### src/rtl/core/acob_pkg.sv
// ----------------------------------------------------------------------------
// acob_pkg: shared types and constants for the alpha compositor
// Configuration register layout, reset values, register indexes and the
// arithmetic helpers for sample reduction and division by 255.
// ----------------------------------------------------------------------------
package acob_pkg;

    // Configuration port geometry.
    localparam int CFG_INDEX_W = 3;
    localparam int CFG_DATA_W  = 15;
    localparam int IMG_WIDTH_W = 15;

    // Register indexes.
    localparam logic [CFG_INDEX_W-1:0] REG_BACKGROUND_KIND = 3'd0;
    localparam logic [CFG_INDEX_W-1:0] REG_SOLID_RED       = 3'd1;
    localparam logic [CFG_INDEX_W-1:0] REG_SOLID_GREEN     = 3'd2;
    localparam logic [CFG_INDEX_W-1:0] REG_SOLID_BLUE      = 3'd3;
    localparam logic [CFG_INDEX_W-1:0] REG_CHECKER_LIGHT   = 3'd4;
    localparam logic [CFG_INDEX_W-1:0] REG_CHECKER_DARK    = 3'd5;
    localparam logic [CFG_INDEX_W-1:0] REG_IMAGE_WIDTH     = 3'd6;
    localparam logic [CFG_INDEX_W-1:0] REG_WIDE_SAMPLES    = 3'd7;

    // Background kinds.
    localparam logic BG_SOLID   = 1'b0;
    localparam logic BG_CHECKER = 1'b1;

    // Reset values.
    localparam logic                   RST_BACKGROUND_KIND = BG_CHECKER;
    localparam logic [7:0]             RST_CHECKER_LIGHT   = 8'd48;
    localparam logic [7:0]             RST_CHECKER_DARK    = 8'd26;
    localparam logic [IMG_WIDTH_W-1:0] RST_IMAGE_WIDTH     = 15'd1920;

    // Arithmetic constants.
    localparam logic [7:0]  ALPHA_OPAQUE = 8'd255;
    localparam logic [7:0]  LEVEL_MAX    = 8'd255;
    localparam logic [16:0] ROUND_257    = 17'd128;
    // floor(2^24 / 257) + 1: exact reciprocal for dividends below 2^24.
    localparam logic [16:0] RECIP_257    = 17'd65281;

    typedef struct packed {
        logic                   background_kind;
        logic [7:0]             solid_red;
        logic [7:0]             solid_green;
        logic [7:0]             solid_blue;
        logic [7:0]             checker_light;
        logic [7:0]             checker_dark;
        logic [IMG_WIDTH_W-1:0] image_width;
        logic                   wide_samples;
    } cfg_t;

    typedef struct packed {
        logic [7:0] red;
        logic [7:0] green;
        logic [7:0] blue;
    } bg_t;

    // Reduce a raw sample to 8 bits: rounded v/257 for 16-bit data,
    // saturation for 8-bit data.
    function automatic logic [7:0] reduce_sample(input logic [15:0] v, input logic wide);
        logic [16:0] y;
        logic [33:0] prod;
        logic [7:0]  res;
        y    = {1'b0, v} + ROUND_257;
        prod = 34'(y) * 34'(RECIP_257);
        if (wide)
        begin
            res = prod[31:24];
        end
        else if (v > 16'(LEVEL_MAX))
        begin
            res = LEVEL_MAX;
        end
        else
        begin
            res = v[7:0];
        end
        return res;
    endfunction

    // floor(x / 255), exact for every x up to 255 * 255, which covers any
    // weighted sum of two 8-bit levels.
    function automatic logic [7:0] div255(input logic [15:0] x);
        logic [16:0] t;
        t = {1'b0, x} + {9'd0, x[15:8]} + 17'd1;
        return t[15:8];
    endfunction

endpackage

### src/rtl/core/acob_stream_if.sv
// ----------------------------------------------------------------------------
// acob_stream_if: pixel stream interfaces
// Valid/ready channels for the RGBA input stream and the blended output.
// ----------------------------------------------------------------------------
interface acob_pix_in_if;
    logic        valid;
    logic        ready;
    logic        frame_start;
    logic [15:0] red_in;
    logic [15:0] green_in;
    logic [15:0] blue_in;
    logic [15:0] alpha_in;

    modport source (output valid, output frame_start, output red_in, output green_in,
                    output blue_in, output alpha_in, input ready);
    modport sink   (input valid, input frame_start, input red_in, input green_in,
                    input blue_in, input alpha_in, output ready);
endinterface

interface acob_pix_out_if;
    logic       valid;
    logic       ready;
    logic [7:0] red_out;
    logic [7:0] green_out;
    logic [7:0] blue_out;
    logic [7:0] alpha_out;

    modport source (output valid, output red_out, output green_out, output blue_out,
                    output alpha_out, input ready);
    modport sink   (input valid, input red_out, input green_out, input blue_out,
                    input alpha_out, output ready);
endinterface

### src/rtl/core/acob_bg_gen.sv
// ----------------------------------------------------------------------------
// acob_bg_gen: raster position tracking and background level selection
// Tracks column and row of the next pixel together with the position inside
// the current tile, and gives the background colour for the pixel on offer.
// ----------------------------------------------------------------------------
module acob_bg_gen #(
    parameter int TILE      = 8,
    parameter int MAX_WIDTH = 16384
) (
    input  logic          clk,
    input  logic          rst_n,
    input  logic          advance,
    input  logic          frame_start,
    input  acob_pkg::cfg_t cfg,
    output acob_pkg::bg_t  bg
);
    import acob_pkg::*;

    localparam int CW = $clog2(MAX_WIDTH);
    localparam int EW = (CW + 1 > IMG_WIDTH_W) ? CW + 1 : IMG_WIDTH_W;
    localparam int TW = (TILE > 1) ? $clog2(TILE) : 1;
    localparam logic [TW-1:0] TILE_LAST = TW'(TILE - 1);

    logic [CW-1:0] col_reg, col_next, col_cur;
    logic [15:0]   row_reg, row_next, row_cur;
    logic [TW-1:0] col_tile_reg, col_tile_next, col_tile_cur;
    logic [TW-1:0] row_tile_reg, row_tile_next, row_tile_cur;
    logic          col_par_reg, col_par_next, col_par_cur;
    logic          row_par_reg, row_par_next, row_par_cur;
    logic [EW-1:0] width_raw, width_eff, col_plus;
    logic          row_end, tile_dark;
    logic [7:0]    grey;

    // Position of the pixel on offer: a frame start places it at the origin.
    always_comb
    begin
        col_cur      = frame_start ? '0 : col_reg;
        row_cur      = frame_start ? '0 : row_reg;
        col_tile_cur = frame_start ? '0 : col_tile_reg;
        row_tile_cur = frame_start ? '0 : row_tile_reg;
        col_par_cur  = frame_start ? 1'b0 : col_par_reg;
        row_par_cur  = frame_start ? 1'b0 : row_par_reg;
    end

    // Effective width: zero acts as one, and it is capped at the maximum.
    always_comb
    begin
        width_raw = EW'(cfg.image_width);
        if (width_raw == '0)
        begin
            width_eff = EW'(1);
        end
        else if (width_raw > EW'(MAX_WIDTH))
        begin
            width_eff = EW'(MAX_WIDTH);
        end
        else
        begin
            width_eff = width_raw;
        end
        col_plus = EW'(col_cur) + EW'(1);
        row_end  = (col_plus >= width_eff);
    end

    // Advance column, row and tile phases after the current pixel.
    always_comb
    begin
        col_next      = CW'(col_plus);
        col_tile_next = (col_tile_cur == TILE_LAST) ? '0 : col_tile_cur + TW'(1);
        col_par_next  = col_par_cur ^ (col_tile_cur == TILE_LAST);
        row_next      = row_cur;
        row_tile_next = row_tile_cur;
        row_par_next  = row_par_cur;
        if (row_end)
        begin
            col_next      = '0;
            col_tile_next = '0;
            col_par_next  = 1'b0;
            if (row_cur == 16'hFFFF)
            begin
                // The row count wraps to zero, which restarts the tile phase.
                row_next      = '0;
                row_tile_next = '0;
                row_par_next  = 1'b0;
            end
            else
            begin
                row_next      = row_cur + 16'd1;
                row_tile_next = (row_tile_cur == TILE_LAST) ? '0 : row_tile_cur + TW'(1);
                row_par_next  = row_par_cur ^ (row_tile_cur == TILE_LAST);
            end
        end
    end

    // Position registers move on every input transfer.
    always_ff @(posedge clk or negedge rst_n)
    begin
        if (!rst_n)
        begin
            col_reg      <= '0;
            row_reg      <= '0;
            col_tile_reg <= '0;
            row_tile_reg <= '0;
            col_par_reg  <= 1'b0;
            row_par_reg  <= 1'b0;
        end
        else if (advance)
        begin
            col_reg      <= col_next;
            row_reg      <= row_next;
            col_tile_reg <= col_tile_next;
            row_tile_reg <= row_tile_next;
            col_par_reg  <= col_par_next;
            row_par_reg  <= row_par_next;
        end
    end

    // Background colour: solid, or the grey of the current checker square.
    always_comb
    begin
        tile_dark = col_par_cur ^ row_par_cur;
        grey      = tile_dark ? cfg.checker_dark : cfg.checker_light;
        if (cfg.background_kind == BG_CHECKER)
        begin
            bg.red   = grey;
            bg.green = grey;
            bg.blue  = grey;
        end
        else
        begin
            bg.red   = cfg.solid_red;
            bg.green = cfg.solid_green;
            bg.blue  = cfg.solid_blue;
        end
    end

endmodule

### src/rtl/core/acob_blend_pipe.sv
// ----------------------------------------------------------------------------
// acob_blend_pipe: three-stage blend datapath
// Stage A holds reduced samples and background, stage B the weighted sums,
// stage C the divided result that drives the output channel.
// ----------------------------------------------------------------------------
module acob_blend_pipe (
    input  logic            clk,
    input  logic            rst_n,
    input  logic            wide,
    input  acob_pkg::bg_t   bg,
    acob_pix_in_if.sink     pix_in,
    acob_pix_out_if.source  pix_out
);
    import acob_pkg::*;

    logic       a_valid_reg, b_valid_reg, c_valid_reg;
    logic       a_load, b_load, c_load;
    logic [7:0] a_red_reg, a_green_reg, a_blue_reg, a_alpha_reg;
    logic [7:0] a_red_next, a_green_next, a_blue_next, a_alpha_next;
    bg_t        a_bg_reg;
    logic [7:0] inv_alpha;
    logic [15:0] b_red_reg, b_green_reg, b_blue_reg;
    logic [15:0] b_red_next, b_green_next, b_blue_next;
    logic [7:0] c_red_reg, c_green_reg, c_blue_reg;

    // A stage loads when it is empty or its contents move on.
    assign c_load       = !c_valid_reg || pix_out.ready;
    assign b_load       = !b_valid_reg || c_load;
    assign a_load       = !a_valid_reg || b_load;
    assign pix_in.ready = a_load;

    // Stage A: reduce the samples to 8 bits.
    always_comb
    begin
        a_red_next   = reduce_sample(pix_in.red_in, wide);
        a_green_next = reduce_sample(pix_in.green_in, wide);
        a_blue_next  = reduce_sample(pix_in.blue_in, wide);
        a_alpha_next = reduce_sample(pix_in.alpha_in, wide);
    end

    // Stage B: c*a + bg*(255-a) for each colour channel.
    always_comb
    begin
        inv_alpha    = LEVEL_MAX - a_alpha_reg;
        b_red_next   = 16'(a_red_reg) * 16'(a_alpha_reg)
                     + 16'(a_bg_reg.red) * 16'(inv_alpha);
        b_green_next = 16'(a_green_reg) * 16'(a_alpha_reg)
                     + 16'(a_bg_reg.green) * 16'(inv_alpha);
        b_blue_next  = 16'(a_blue_reg) * 16'(a_alpha_reg)
                     + 16'(a_bg_reg.blue) * 16'(inv_alpha);
    end

    // Stage valid flags.
    always_ff @(posedge clk or negedge rst_n)
    begin
        if (!rst_n)
        begin
            a_valid_reg <= 1'b0;
            b_valid_reg <= 1'b0;
            c_valid_reg <= 1'b0;
        end
        else
        begin
            if (a_load)
            begin
                a_valid_reg <= pix_in.valid;
            end
            if (b_load)
            begin
                b_valid_reg <= a_valid_reg;
            end
            if (c_load)
            begin
                c_valid_reg <= b_valid_reg;
            end
        end
    end

    // Stage payloads.
    always_ff @(posedge clk)
    begin
        if (a_load)
        begin
            a_red_reg   <= a_red_next;
            a_green_reg <= a_green_next;
            a_blue_reg  <= a_blue_next;
            a_alpha_reg <= a_alpha_next;
            a_bg_reg    <= bg;
        end
        if (b_load)
        begin
            b_red_reg   <= b_red_next;
            b_green_reg <= b_green_next;
            b_blue_reg  <= b_blue_next;
        end
        if (c_load)
        begin
            c_red_reg   <= div255(b_red_reg);
            c_green_reg <= div255(b_green_reg);
            c_blue_reg  <= div255(b_blue_reg);
        end
    end

    assign pix_out.valid     = c_valid_reg;
    assign pix_out.red_out   = c_red_reg;
    assign pix_out.green_out = c_green_reg;
    assign pix_out.blue_out  = c_blue_reg;
    assign pix_out.alpha_out = ALPHA_OPAQUE;

endmodule

### src/rtl/core/alpha_composite_over_background.sv
// ----------------------------------------------------------------------------
// alpha_composite_over_background: RGBA stream blended over a background
// Configuration registers, raster position tracking and the blend pipeline.
// ----------------------------------------------------------------------------
// The block takes one pixel per clock and gives one blended pixel per clock
// while the output is not stalled. Each pixel passes three register stages
// (sample reduction, weighted sum, division by 255). Input ready drops only
// when all three stages hold pixels and the output is stalled; empty stages
// absorb pixels while a result waits. The background colour for a pixel is
// fixed when it is transferred. Configuration is written through cfg_wr_en,
// cfg_index and cfg_data and should change only while the pipeline is empty.
module alpha_composite_over_background #(
    parameter int TILE      = 8,
    parameter int MAX_WIDTH = 16384
) (
    input  logic                             clk,
    input  logic                             rst_n,
    input  logic                             cfg_wr_en,
    input  logic [acob_pkg::CFG_INDEX_W-1:0] cfg_index,
    input  logic [acob_pkg::CFG_DATA_W-1:0]  cfg_data,
    acob_pix_in_if.sink                      pix_in,
    acob_pix_out_if.source                   pix_out
);
    import acob_pkg::*;

    cfg_t cfg_reg;
    bg_t  bg;
    logic in_transfer;

    assign in_transfer = pix_in.valid && pix_in.ready;

    // Configuration register file.
    always_ff @(posedge clk or negedge rst_n)
    begin
        if (!rst_n)
        begin
            cfg_reg.background_kind <= RST_BACKGROUND_KIND;
            cfg_reg.solid_red       <= '0;
            cfg_reg.solid_green     <= '0;
            cfg_reg.solid_blue      <= '0;
            cfg_reg.checker_light   <= RST_CHECKER_LIGHT;
            cfg_reg.checker_dark    <= RST_CHECKER_DARK;
            cfg_reg.image_width     <= RST_IMAGE_WIDTH;
            cfg_reg.wide_samples    <= 1'b0;
        end
        else if (cfg_wr_en)
        begin
            case (cfg_index)
                REG_BACKGROUND_KIND: cfg_reg.background_kind <= cfg_data[0];
                REG_SOLID_RED:       cfg_reg.solid_red       <= cfg_data[7:0];
                REG_SOLID_GREEN:     cfg_reg.solid_green     <= cfg_data[7:0];
                REG_SOLID_BLUE:      cfg_reg.solid_blue      <= cfg_data[7:0];
                REG_CHECKER_LIGHT:   cfg_reg.checker_light   <= cfg_data[7:0];
                REG_CHECKER_DARK:    cfg_reg.checker_dark    <= cfg_data[7:0];
                REG_IMAGE_WIDTH:     cfg_reg.image_width     <= cfg_data[IMG_WIDTH_W-1:0];
                REG_WIDE_SAMPLES:    cfg_reg.wide_samples    <= cfg_data[0];
                default:             cfg_reg                 <= cfg_reg;
            endcase
        end
    end

    // Position tracking and background selection.
    acob_bg_gen #(
        .TILE      (TILE),
        .MAX_WIDTH (MAX_WIDTH)
    ) u_bg_gen (
        .clk         (clk),
        .rst_n       (rst_n),
        .advance     (in_transfer),
        .frame_start (pix_in.frame_start),
        .cfg         (cfg_reg),
        .bg          (bg)
    );

    // Blend datapath.
    acob_blend_pipe u_blend_pipe (
        .clk     (clk),
        .rst_n   (rst_n),
        .wide    (cfg_reg.wide_samples),
        .bg      (bg),
        .pix_in  (pix_in),
        .pix_out (pix_out)
    );

endmodule

### src/flat_wrapper.sv
// flat-port wrapper written by rule: the top's interface ports become plain ports
module alpha_composite_over_background_flat import acob_pkg::*;
#(
    parameter int TILE      = 8,
    parameter int MAX_WIDTH = 16384
)
  (clk, rst_n, cfg_wr_en, cfg_index, cfg_data, pix_in_valid, pix_in_frame_start, pix_in_red_in, pix_in_green_in, pix_in_blue_in, pix_in_alpha_in, pix_in_ready, pix_out_valid, pix_out_red_out, pix_out_green_out, pix_out_blue_out, pix_out_alpha_out, pix_out_ready);
  acob_pix_in_if pix_in_i ();
  acob_pix_out_if pix_out_i ();
  input  logic clk;
  input  logic rst_n;
  input  logic cfg_wr_en;
  input  logic [acob_pkg::CFG_INDEX_W-1:0] cfg_index;
  input  logic [acob_pkg::CFG_DATA_W-1:0] cfg_data;
  input wire logic [$bits(pix_in_i.valid)-1:0] pix_in_valid;
  input wire logic [$bits(pix_in_i.frame_start)-1:0] pix_in_frame_start;
  input wire logic [$bits(pix_in_i.red_in)-1:0] pix_in_red_in;
  input wire logic [$bits(pix_in_i.green_in)-1:0] pix_in_green_in;
  input wire logic [$bits(pix_in_i.blue_in)-1:0] pix_in_blue_in;
  input wire logic [$bits(pix_in_i.alpha_in)-1:0] pix_in_alpha_in;
  output wire logic [$bits(pix_in_i.ready)-1:0] pix_in_ready;
  output wire logic [$bits(pix_out_i.valid)-1:0] pix_out_valid;
  output wire logic [$bits(pix_out_i.red_out)-1:0] pix_out_red_out;
  output wire logic [$bits(pix_out_i.green_out)-1:0] pix_out_green_out;
  output wire logic [$bits(pix_out_i.blue_out)-1:0] pix_out_blue_out;
  output wire logic [$bits(pix_out_i.alpha_out)-1:0] pix_out_alpha_out;
  input wire logic [$bits(pix_out_i.ready)-1:0] pix_out_ready;
  assign pix_in_i.valid = pix_in_valid;
  assign pix_in_i.frame_start = pix_in_frame_start;
  assign pix_in_i.red_in = pix_in_red_in;
  assign pix_in_i.green_in = pix_in_green_in;
  assign pix_in_i.blue_in = pix_in_blue_in;
  assign pix_in_i.alpha_in = pix_in_alpha_in;
  assign pix_in_ready = pix_in_i.ready;
  assign pix_out_valid = pix_out_i.valid;
  assign pix_out_red_out = pix_out_i.red_out;
  assign pix_out_green_out = pix_out_i.green_out;
  assign pix_out_blue_out = pix_out_i.blue_out;
  assign pix_out_alpha_out = pix_out_i.alpha_out;
  assign pix_out_i.ready = pix_out_ready;
  alpha_composite_over_background #(.TILE(TILE), .MAX_WIDTH(MAX_WIDTH)) u_core (.clk(clk), .rst_n(rst_n), .cfg_wr_en(cfg_wr_en), .cfg_index(cfg_index), .cfg_data(cfg_data), .pix_in(pix_in_i), .pix_out(pix_out_i));
endmodule
### config.mk
export PLATFORM = sky130hd
export DESIGN_NAME = alpha_composite_over_background_flat
export DESIGN_NICKNAME = d
export VERILOG_FILES = /design/src/rtl/core/acob_pkg.sv /design/src/rtl/core/acob_stream_if.sv /design/src/rtl/core/acob_bg_gen.sv /design/src/rtl/core/acob_blend_pipe.sv /design/src/rtl/core/alpha_composite_over_background.sv /design/src/flat_wrapper.sv
export SDC_FILE = /design/constraint.sdc
export NUM_CORES = 2
export LEC_CHECK = 0
export ABC_AREA = 1
export BUFFER_PORTS_ARGS = -buffer_cell sky130_fd_sc_hd__buf_2
export CAP_MARGIN = 20
export CELL_PAD_IN_SITES_DETAIL_PLACEMENT = 0
export CELL_PAD_IN_SITES_GLOBAL_PLACEMENT = 1
export CORE_MARGIN = 1.5
export CORE_UTILIZATION = 50
export CTS_BUF_LIST = sky130_fd_sc_hd__clkbuf_4 sky130_fd_sc_hd__clkbuf_8 sky130_fd_sc_hd__clkbuf_16
export CTS_CLUSTER_DIAMETER = 200
export CTS_CLUSTER_SIZE = 28
export DETAILED_ROUTE_END_ITERATION = 8
export PLACE_DENSITY_LB_ADDON = 0.05
export SLEW_MARGIN = 20
export SYNTH_ARGS = -nofsm -noshare
export SYNTH_HDL_FRONTEND = slang
export SYNTH_SLANG_ARGS = --single-unit
### constraint.sdc
create_clock -name clk -period 5.9 [get_ports clk]
set_input_delay 0.295 -clock clk [delete_from_list [all_inputs] [get_ports clk]]
set_output_delay 0.295 -clock clk [all_outputs]
set_load 0.01 [all_outputs]
==> impl_metrics.yaml <==
detailed_routing:
  num_vias: 32300
  routed_wl_um: 100000
  drt_iter0_drc: 1605
  antenna_left: 0
  wire_per_inst_um: 15.3
  dr.pass1.iters: 5
  route.detailed.drc: 0
  via_per_inst: 4.92
synth:
  yosys.area_share.adder_pct: 44.5
  synth_top_family_by_area: "adder cells"
  synth_seq_cells: 226
  muxShareOfSynthArea_pct: 0.159
  synthesis.area_um2: 42400
  synth_xor_area_share_pct: 3.40
  syn_avg_cell_area_um2: 7.97
  synth_warnings: 0
  syn-instance-count: 5324
  post_synth_and_or_nand_nor_area_fraction_pct: 18.3
  synth_edf_count: 128
  synth_compound_area_share_pct: 5.79
  ys_types: 57
  ys.flop_type: "edfxtp_1"
  async_reset_ff_share_pct: 43.4
  yosysSeqAreaShare_pct: 14.9
job:
  cap_violations: 0
cts:
  clk_latency_ns: 0.52
  cts_buffer_depth: 3
  clkTransAtPathRegs_ns: 0.12
  clock-sinks: 226
  htree_levels: 1
  root_buffer: "clkbuf_16"
  cts_made_buffers: 12
  cts_tree: "done"
timing:
  max_freq_mhz: 179
  hold_violations: 0
  fin_crit_sh_pct: 94.6
  clock_skew_ns: 0.0487
  whs_ns: 0.0324
  finalCriticalPeriod_ns: 5.58
  slew_headroom_pct: 40.7
  worst_slew_pin_slew_ns: 0.890
  finalMaxSlewViolations: 0
  setup_viol: 0
  rsz0062_at_grt: "false"
  finalWorstSetupSlack_ns: 0.319
  tns_ns: 0
cells_and_area:
  fill_cells: 8312
  finalNetCount: 6693
  drive_gt1_share_pct: 5.65
  syn_to_final_growth_pct: 6.15
  multi_input_area_um2: 30600
  largest_register_ffs: 57
  regArea_um2: 6310
global_route:
  grt_max_degree: 59
  grt_pass1_vias: 33600
  grt_pass1_wl_um: 170000
  overflow: 0
  antenna_found_initial: 3
  grt_util_all_layers_pct: 24.4
die:
  fp.dieH_um: 294
  fp.coreArea_um2: 83800
  start_util_pct: 50.6
  rows: 106
  die_w_um: 294
  die_area_um2: 86600
  num_io_pins: 122
critical_path:
  endpoint_kind: "register"
  worst-path-buf-inv: 6
  start_kind: "register"
  arrival_ns: 5.84
  crit_path_cell_trace: "nand2_1 -> inv_1 -> fa_1 -> inv_1 -> fa_1 -> fa_1 -> inv_1 -> fa_1 -> fa_1 -> inv_1 -> fa_1 -> inv_1 -> ha_1 -> a21oi_1 -> a21boi_0 -> nor2_1 -> nor2_1 -> inv_1 -> or2_2 -> xnor2_1"
  critPathTopFamily: "adder cells"
  worst_ep_required_time_ns: 6.16
  cpPeakStageDelay_ns: 0.66
  cp_slowest_cell: "edfxtp_1"
  cp_max_fo: 8
  crit_type: "register to register"
run_status:
  status: "complete, no violations"
placement:
  gp_congestion: 0.885
  port_buffers: 113
  place_hpwl_um: 84500
  pre_cts_ws_ns: 0.134
hold_path:
  min_path_type: "input port to register"
-- worst min-delay path: cells and delay by family --
family,cells,cell delay (ns)
AOI/OAI and AO/OA,1,0.10
buffers and inverters,1,0.08
and+or+nand+nor,1,0.04
-- metrics by stage --
step                util (%)  instance area [um2]  std cells
floorplan                  -                42400       5333
global placement        53.1                44500       6536
detailed placement      53.1                44500       6536
CTS                     53.6                44900       6561
global route            53.7                45000       6566
finish                  53.7                45000       6568
-- layout make-up --
cell class	instances	area share (%)
Clock buffer	16	0.734
Antenna cell	4	0.0222
Multi-Input combinational cell	3665	68.1
Timing Repair Buffer	182	2.70
Inverter	1339	11.2
Tap cell	1134	3.15
Clock inverter	2	0.103
Sequential cell	226	14.0
-- metal layers --
metal / wire length, um / vias to the layer above / GRT usage [%]
li1: - / 16400 / -
met4: 1360 / 0 / 3.71
met3: 3210 / 71 / 1.62
met1: 49200 / 15400 / 35.0
met2: 46500 / 487 / 41.3
met5: 0 / - / 0
-- Yosys cell counts (8+ instances only) --
master	number	area share, %
nor2_1	429	3.8
fa_1	548	26
o21bai_1	28	0.50
o21a_1	8	0.14
xnor2_1	53	1.1
nand4_1	57	0.84
o211ai_1	9	0.16
dfrtp_1	88	5.2
buf_1	13	0.12
inv_1	1312	12
o22ai_1	12	0.18
buf_4	9	0.16
inv_2	22	0.19
nand2_2	22	0.32
clkbuf_2	12	0.14
a21oi_1	147	1.7
dfstp_2	10	0.62
xor2_1	97	2.0
clkbuf_1	61	0.54
nand3b_1	18	0.32
ha_1	631	19
nand2_1	1113	9.9
nand3_1	171	2.0
nor4_1	8	0.12
a21o_1	25	0.44
edfxtp_1	128	9.1
nor3_1	29	0.34
o21ai_0	170	2.0
-- layout by cell type, fill, tap and decap left out, types with 29 or more instances in the layout --
cell / n
inv_1: 1311
nand2_1: 1112
ha_1: 631
fa_1: 548
nor2_1: 429
nand3_1: 171
o21ai_0: 170
a21oi_1: 147
edfxtp_1: 128
buf_2: 112
xor2_1: 97
dfrtp_1: 88
nand4_1: 57
buf_4: 54
xnor2_1: 53
nor3_1: 29
-- logic make-up after synthesis --
kind of cell / after synthesis
adder cells (fa/ha/maj): 1179
flip-flops: 226
AND/OR/NAND/NOR: 1876
buffers and inverters: 1442
multiplexers: 6
other: 2
AO/OA/AOI/OAI: 435
XOR/XNOR: 158
-- final timing paths --
check | cells past startpoint | to | startpoint | slack, ns
min reg2reg | 2 | u_core.u_blend_pipe.pix_out.valid$_DFFE_PN0P_ | u_core.u_blend_pipe.b_valid_reg$_DFFE_PN0P_ | 0.47
min | 3 | u_core.cfg_reg[15]$_DFFE_PN0P_ | cfg_data[14] | 0.03
min in group asynchronous | 2 | u_core.u_blend_pipe.a_valid_reg$_DFFE_PN0N_ | rst_n | 0.31
max reg2reg | 20 | u_core.u_blend_pipe.b_green_reg[15]$_DFFE_PP_ | u_core.u_blend_pipe.a_green_reg[5]$_DFFE_PN_ | 0.32
max in group asynchronous | 3 | u_core.cfg_reg[3]$_DFFE_PN0P_ | rst_n | 4.46
max | 20 | u_core.u_blend_pipe.b_green_reg[15]$_DFFE_PP_ | u_core.u_blend_pipe.a_green_reg[5]$_DFFE_PN_ | 0.32
-- what timing repair did --
item	in CTS	in global routing
gates resized for setup	0	2
setup endpoints to repair	0	3
hold buffers	7	0
hold endpoints to repair	49	0
setup buffers	0	2
Power is left out: the tool's default activity adds up to more than one toggle a clock period on the data nets, which glitch-free logic cannot reach.
